--- src/design/mexp_pkg.sv ---
// Shared constants and types for the modular exponentiation unit.
// No dependencies; every other design file depends on this package.
package mexp_pkg;

	localparam int MODULUS_BITS = 31;
	localparam int BASE_BITS    = 31;
	localparam int EXP_BITS     = 63;
	localparam int CNT_BITS     = $clog2(BASE_BITS);

	localparam logic [MODULUS_BITS-1:0] MOD_RESET = MODULUS_BITS'(1000000007);

	typedef logic [BASE_BITS-1:0] opnd_t;

	typedef enum logic [2:0] {
		ST_IDLE,
		ST_REDUCE,
		ST_DECIDE,
		ST_MUL_ACC,
		ST_MUL_SQ
	} mexp_state_t;

endpackage

--- src/design/mexp_in_if.sv ---
// Request channel of the modular exponentiation unit: valid/ready plus payload.
// Depends on mexp_pkg for field widths.
interface mexp_in_if;
	logic                           valid;
	logic                           ready;
	logic                           mode;
	logic [mexp_pkg::BASE_BITS-1:0] base_value;
	logic [mexp_pkg::EXP_BITS-1:0]  exponent;

	modport source (output valid, mode, base_value, exponent, input ready);
	modport sink   (input valid, mode, base_value, exponent, output ready);
endinterface

--- src/design/mexp_out_if.sv ---
// Result channel of the modular exponentiation unit: valid/ready plus payload.
// Depends on mexp_pkg for field widths.
interface mexp_out_if;
	logic                           valid;
	logic                           ready;
	logic [mexp_pkg::BASE_BITS-1:0] result;

	modport source (output valid, result, input ready);
	modport sink   (input valid, result, output ready);
endinterface

--- src/design/modular_exponentiation_unit.sv ---
// Modular exponentiation unit: base^exponent mod modulus by square-and-multiply.
// Depends on mexp_pkg, mexp_in_if and mexp_out_if.
//
// Usage:
//   req carries mode, base_value and exponent; rsp carries result. A beat moves
//   when valid and ready are both high. mode 1 replaces the exponent by
//   modulus-2 (Fermat inverse for a prime modulus). The user must write the
//   modulus register through cfg_we/cfg_wdata only while the unit is idle;
//   the unit itself does not enforce this. A single shared modular multiplier
//   works MSB first over one operand, one bit per cycle. The base is first
//   reduced with that same multiplier. Each exponent bit then passes a
//   decision step, a multiply into the accumulator when the bit is set, and
//   a squaring unless it is the top bit.
//   req.ready is high only while no item is in work, so the next request is
//   taken in the cycle in which rsp.valid rises at the earliest.
//   A modulus below two skips the arithmetic; its result passes through the
//   decision step into the output register. A zero exponent still pays for
//   the base reduction.
//   The result sits in an output register, so a new request is taken while
//   rsp is stalled; a finished item waits in its decision step until the
//   output register frees.
//   Reset (arst_n low) empties the unit and sets the modulus to 1000000007.
module modular_exponentiation_unit (
	input  logic                              clk,
	input  logic                              arst_n,
	input  logic                              cfg_we,
	input  logic [mexp_pkg::MODULUS_BITS-1:0] cfg_wdata,
	mexp_in_if.sink                           req,
	mexp_out_if.source                        rsp
);
	import mexp_pkg::*;

	mexp_state_t state_q, state_d;

	logic [MODULUS_BITS-1:0] mod_q;
	opnd_t                   base_q;
	logic [EXP_BITS-1:0]     exp_q;
	opnd_t                   acc_q;
	opnd_t                   sq_q;
	opnd_t                   r_q;
	logic [CNT_BITS-1:0]     cnt_q;
	logic                    rsp_valid_q;
	opnd_t                   rsp_data_q;

	logic                    accept;
	logic                    mod_small;
	opnd_t                   mw;
	opnd_t                   op_a;
	opnd_t                   op_b;
	logic                    bit_b;
	logic [BASE_BITS+1:0]    t;
	logic [BASE_BITS+2:0]    d1;
	logic [BASE_BITS+2:0]    d2;
	opnd_t                   r_next;
	logic                    last;
	logic                    out_free;
	logic                    unit_busy;
	logic                    start;
	logic                    acc_we;
	logic                    sq_we;
	logic                    exp_shift;
	logic                    out_load;

	assign req.ready  = (state_q == ST_IDLE);
	assign accept     = req.valid && req.ready;
	assign mod_small  = (mod_q < MODULUS_BITS'(2));
	assign mw         = BASE_BITS'(mod_q);
	assign last       = (cnt_q == '0);
	assign out_free   = !rsp_valid_q || rsp.ready;
	assign rsp.valid  = rsp_valid_q;
	assign rsp.result = rsp_data_q;

	// Shared multiplier step: r = (2r + bit*a) mod m, with 2r + a < 3m.
	always_comb begin
		unique case (state_q)
			ST_REDUCE: begin
				op_a = BASE_BITS'(1);
				op_b = base_q;
			end
			ST_MUL_ACC: begin
				op_a = sq_q;
				op_b = acc_q;
			end
			default: begin
				op_a = sq_q;
				op_b = sq_q;
			end
		endcase
		bit_b = op_b[cnt_q];
		t     = {1'b0, r_q, 1'b0} + (bit_b ? {2'b00, op_a} : '0);
		d1    = {1'b0, t} - {3'b000, mw};
		d2    = {1'b0, t} - {2'b00, mw, 1'b0};
		priority if (!d2[BASE_BITS+2]) begin
			r_next = d2[BASE_BITS-1:0];
		end else if (!d1[BASE_BITS+2]) begin
			r_next = d1[BASE_BITS-1:0];
		end else begin
			r_next = t[BASE_BITS-1:0];
		end
	end

	always_comb begin
		state_d   = state_q;
		unit_busy = 1'b0;
		start     = 1'b0;
		acc_we    = 1'b0;
		sq_we     = 1'b0;
		exp_shift = 1'b0;
		out_load  = 1'b0;
		unique case (state_q)
			ST_IDLE: begin
				if (req.valid) begin
					start   = 1'b1;
					state_d = mod_small ? ST_DECIDE : ST_REDUCE;
				end
			end
			ST_REDUCE: begin
				unit_busy = 1'b1;
				if (last) begin
					sq_we   = 1'b1;
					state_d = ST_DECIDE;
				end
			end
			ST_DECIDE: begin
				priority if (exp_q == '0) begin
					if (out_free) begin
						out_load = 1'b1;
						state_d  = ST_IDLE;
					end
				end else if (exp_q[0]) begin
					start   = 1'b1;
					state_d = ST_MUL_ACC;
				end else begin
					start   = 1'b1;
					state_d = ST_MUL_SQ;
				end
			end
			ST_MUL_ACC: begin
				unit_busy = 1'b1;
				if (last) begin
					acc_we = 1'b1;
					// skip the squaring after the top exponent bit
					if (exp_q[EXP_BITS-1:1] != '0) begin
						start   = 1'b1;
						state_d = ST_MUL_SQ;
					end else begin
						exp_shift = 1'b1;
						state_d   = ST_DECIDE;
					end
				end
			end
			ST_MUL_SQ: begin
				unit_busy = 1'b1;
				if (last) begin
					sq_we     = 1'b1;
					exp_shift = 1'b1;
					state_d   = ST_DECIDE;
				end
			end
			default: begin
				state_d = ST_IDLE;
			end
		endcase
	end

	always_ff @(posedge clk or negedge arst_n) begin
		if (!arst_n) begin
			state_q     <= ST_IDLE;
			mod_q       <= MOD_RESET;
			rsp_valid_q <= 1'b0;
		end else begin
			state_q <= state_d;
			if (cfg_we) begin
				mod_q <= cfg_wdata;
			end
			if (out_load) begin
				rsp_valid_q <= 1'b1;
			end else if (rsp.ready) begin
				rsp_valid_q <= 1'b0;
			end
		end
	end

	always_ff @(posedge clk) begin
		if (accept) begin
			base_q <= req.base_value;
			acc_q  <= mod_small ? '0 : BASE_BITS'(1);
			priority if (mod_small) begin
				exp_q <= '0;
			end else if (req.mode) begin
				exp_q <= EXP_BITS'(mod_q) - EXP_BITS'(2);
			end else begin
				exp_q <= req.exponent;
			end
		end else begin
			if (acc_we) begin
				acc_q <= r_next;
			end
			if (exp_shift) begin
				exp_q <= {1'b0, exp_q[EXP_BITS-1:1]};
			end
		end
		if (sq_we) begin
			sq_q <= r_next;
		end
		if (start) begin
			r_q   <= '0;
			cnt_q <= CNT_BITS'(BASE_BITS - 1);
		end else if (unit_busy) begin
			r_q   <= r_next;
			cnt_q <= cnt_q - CNT_BITS'(1);
		end
		if (out_load) begin
			rsp_data_q <= acc_q;
		end
	end

endmodule

--- src/flat_wrapper.sv ---
// flat-port wrapper written by rule: the top's interface ports become plain ports
module modular_exponentiation_unit_flat import mexp_pkg::*;
  (clk, arst_n, cfg_we, cfg_wdata, req_valid, req_mode, req_base_value, req_exponent, req_ready, rsp_valid, rsp_result, rsp_ready);
  mexp_in_if req_i ();
  mexp_out_if rsp_i ();
  input  logic clk;
  input  logic arst_n;
  input  logic cfg_we;
  input  logic [mexp_pkg::MODULUS_BITS-1:0] cfg_wdata;
  input wire logic [$bits(req_i.valid)-1:0] req_valid;
  input wire logic [$bits(req_i.mode)-1:0] req_mode;
  input wire logic [$bits(req_i.base_value)-1:0] req_base_value;
  input wire logic [$bits(req_i.exponent)-1:0] req_exponent;
  output wire logic [$bits(req_i.ready)-1:0] req_ready;
  output wire logic [$bits(rsp_i.valid)-1:0] rsp_valid;
  output wire logic [$bits(rsp_i.result)-1:0] rsp_result;
  input wire logic [$bits(rsp_i.ready)-1:0] rsp_ready;
  assign req_i.valid = req_valid;
  assign req_i.mode = req_mode;
  assign req_i.base_value = req_base_value;
  assign req_i.exponent = req_exponent;
  assign req_ready = req_i.ready;
  assign rsp_valid = rsp_i.valid;
  assign rsp_result = rsp_i.result;
  assign rsp_i.ready = rsp_ready;
  modular_exponentiation_unit u_core (.clk(clk), .arst_n(arst_n), .cfg_we(cfg_we), .cfg_wdata(cfg_wdata), .req(req_i), .rsp(rsp_i));
endmodule
--- config.mk ---
export PLATFORM = sky130hd
export DESIGN_NAME = modular_exponentiation_unit_flat
export DESIGN_NICKNAME = d
export VERILOG_FILES = /design/src/design/mexp_pkg.sv /design/src/design/mexp_in_if.sv /design/src/design/mexp_out_if.sv /design/src/design/modular_exponentiation_unit.sv /design/src/flat_wrapper.sv
export SDC_FILE = /design/constraint.sdc
export NUM_CORES = 1
export LEC_CHECK = 0
export BUFFER_PORTS_ARGS = -buffer_cell sky130_fd_sc_hd__buf_2
export CORE_MARGIN = 8
export CORE_UTILIZATION = 45
export DETAILED_ROUTE_END_ITERATION = 10
export GPL_TIMING_DRIVEN = 0
export PLACE_DENSITY = 0.65
export SLEW_MARGIN = 20
export SYNTH_ARGS = -nofsm -noshare
export SYNTH_HDL_FRONTEND = slang
export SYNTH_SLANG_ARGS = --single-unit
--- constraint.sdc ---
create_clock -name clk -period 18.75 [get_ports clk]
set_input_delay 0.9375 -clock clk [delete_from_list [all_inputs] [get_ports clk]]
set_output_delay 0.9375 -clock clk [all_outputs]
set_load 0.01 [all_outputs]
==> key figures <==
Route
  • Via/cell ratio: 5.881
  • Residual DRC: 0
  • Final ANT Viol Nets: 0
  • WL per Instance: 21.66 um
  • Drt first pass iters: 5
  • Via Count: 14,530
  • Drt initial violations: 1,246
  • Total Wirelength: 53,520 um

Placement
  • Final RePlAce weighted congestion: 0.9726
  • Buffers on Ports: 162
  • Hpwl dp: 42,830 um
  • Post-place setup slack: 8773 ps

Worst hold path
  • Worst hold start: u_core.acc_q[30]$_SDFFCE_PP0P_
  • Hold Crit Class: flip-flop to flip-flop

Synthesis
  • Post-synth EDFFs: 187
  • Mapped Avg Cell Area: 9.815 um^2
  • Main synth FF type: edfxtp_1
  • Synth warn: 0
  • Syn Inst Count: 1,733
  • Synth Register Bits: 258
  • Proportion of synthesized chip area in sequential cells: 0.4252
  • Post-synthesis async set-or-reset flop share: 0.1357
  • Syn Nets: 1,961
  • Post-Syn Area: 17,010 um^2
  • Synth unique cells: 77

GRT
  • Initial antenna violation count: 1
  • Grt ovf: 0
  • Largest net degree at the start of global routing: 36
  • First-pass GRT wire length: 80,940 um
  • Gr usage total: 0.2327
  • Vias in the first global route: 14,240

Die
  • Die area: 44,280 um^2
  • Core area: 37,490 um^2
  • Initial Utilization: 0.4537
  • Die Ht: 210.4 um
  • Row count: 71
  • Width of the die: 210.4 um
  • # IOs: 164

Timing
  • Hold Fails Final Rpt: 0
  • Crit share post-route: 0.5373
  • Fin Setup TNS: 0 ps
  • Fin. max-slew vios: 0
  • F_max: 99.27 MHz
  • Clock skew: 22.19 ps
  • Setup violations, final: 0
  • Hold slack: 445.6 ps
  • Worst Tran Pin Value: 1090 ps
  • Setup WS post-layout: 8676 ps
  • Rel. slew slack: 0.2713
  • Unrepaired setup endpoints after global routing: false
  • Post-layout minimum cycle time: 10,070 ps

CTS
  • Root Buffer Master: clkbuf_16
  • Setup Buffers After CTS: 0
  • Worst-Skew Late Latency: 580 ps
  • CTS sink count: 258
  • Clk pin slew, worst setup/hold paths: 60 ps
  • # resized after CTS: 0
  • CTS tree: yes
  • H-tree depth: 1
  • Hold_buf cts: 0
  • Num CTS Buffers: 29
  • CTS Buffer Depth: 3

Finish
  • Share of layout cells above drive strength 1: 0.1633
  • Commonest non-fill, non-tap cells in the layout: edfxtp_1, buf_2, nand2_1
  • Nets: 2,166
  • Synth-to-layout area growth: 15.41%
  • Commonest non-fill, non-tap cell in the layout: edfxtp_1

Setup path
  • Slowest Stage Delay on Critical Path: 660 ps
  • Crit-path max FO: 10
  • CP max-delay cell: o21ai_0
  • Nature of the critical path endpoint: flip-flop
  • CP Data Required Time: 19,060 ps
  • Crit path DAT: 10,380 ps
  • Crit start category: flip-flop
  • Origin of the critical flop-to-flop path: u_core.state_q[1]$_DFFE_PN0P_
  • Critical path origin: u_core.state_q[1]$_DFFE_PN0P_
  • CP Class: flip-flop to flip-flop

Flow run
  • MaxCap Viol Count: 0

Outcome
  • Outcome: finished clean
## registers in the layout, summed over array words and instances, names as in the netlist
name and flops:
u_core.acc_q 31, u_core.base_q 31, u_core.cnt_q 5, u_core.exp_q 63, u_core.mod_q 31, u_core.r_q 31, u_core.rsp.result 31, u_core.rsp.valid 1
u_core.sq_q 31, u_core.state_q 3
## final cells by class
type	count	area, um^2
Antenna cell	1	2.502
Buffer	83	344.1
Clock buffer	33	740.7
Clock inverter	19	206.4
Fill cell	3443	17860
Inverter	103	386.6
Multi-Input combinational cell	1289	9096
Sequential cell	258	7232
Tap cell	511	639.4
Timing Repair Buffer	174	983.4
## through the flow
| stage | instance area (um^2) | utilization | std cells |
|---|---|---|---|
| 6_report | 19630 | 0.5237 | 2471 |
| 5_1_grt | 19630 | 0.5237 | 2471 |
| 4_1_cts | 19630 | 0.5236 | 2470 |
| 3_5_place_dp | 18680 | 0.4983 | 2418 |
| 3_3_place_gp | 18460 | 0.4924 | 2406 |
| 2_1_floorplan | 17010 | - | 1733 |
## final timing paths
check / endpoint / slack [ps] / cells after the start
max: u_core.acc_q[0]$_DFFE_PP_ / 8680 / 31
min: u_core.rsp.result[30]$_DFFE_PP_ / 450 / 0
max reg2reg: u_core.acc_q[0]$_DFFE_PP_ / 8680 / 31
min reg2reg: u_core.rsp.result[30]$_DFFE_PP_ / 450 / 0
max in group asynchronous: u_core.mod_q[18]$_DFFE_PN0P_ / 17690 / 1
min in group asynchronous: u_core.mod_q[26]$_DFFE_PN0P_ / 500 / 1
## synth_stat cells (5+ instances only)
master     instances  area (um^2)
o21bai_1          11        82.58
mux2i_1           29        290.3
a21oi_1          114        570.6
buf_1              6        22.52
and3_1            10        62.56
nor2b_1           12        75.07
a31oi_1            8        50.05
inv_1            102        382.9
o21a_1            14        105.1
or2_2              5        31.28
nor3_1            36        180.2
xnor2_1           72        630.6
o211ai_1          22        165.2
a2111oi_0          9        78.83
dfstp_2           16        420.4
and2_1            44        275.3
a311oi_1           5        43.79
ha_1              94         1176
o21ai_0          128        640.6
a21boi_0           5        37.54
dfrtp_1           19        475.5
clkbuf_1          70        262.8
nand2b_1          13        81.33
o41ai_1            5        43.79
nand4_1           16        100.1
o31ai_1           14        105.1
or3_1             10        62.56
nand2_1          143        536.8
o22ai_1           12        75.07
dfxtp_1           36        720.7
nand3_1           27        135.1
a22o_1            47        411.6
mux2_2            41        461.7
a211oi_1          41        307.8
a21o_1            50        375.4
xor2_1            25        219.0
nor4_1            28        175.2
mux4_2            19        427.9
nor2_1           124        465.5
edfxtp_1         187         5615
## cells by family after synthesis
kind of cell,share of synthesized area
adders and majority gates,0.07267
muxes,0.07113
DFF,0.4252
AOI/OAI and AO/OA,0.2033
and+or+nand+nor,0.1349
buffers and inverters,0.04288
xor gates and xnor gates,0.04994
## worst max-delay path: cells and delay by family, from the launching register on
| kind | cells | cell delay [ps] |
|---|---|---|
| AO/OA/AOI/OAI | 12 | 3170 |
| multiplexers | 6 | 2520 |
| buffers and inverters | 4 | 1440 |
| AND/OR/NAND/NOR | 6 | 1250 |
| adder cells (fa/ha/maj) | 2 | 710 |
| XOR/XNOR | 1 | 410 |
| flip-flops | 1 | 330 |
## metal layers
layer,wire [um],GRT usage,vias up,share of wire
li1,-,-,6903,-
met4,2100,0.08639,0,0.039
met3,3056,0.03371,105,0.057
met5,0,0,-,0
met2,25390,0.3851,511,0.47
met1,22970,0.3075,7013,0.43
Power is left out: the tool's default activity adds up to more than one toggle a clock period on the data nets, which glitch-free logic cannot reach.
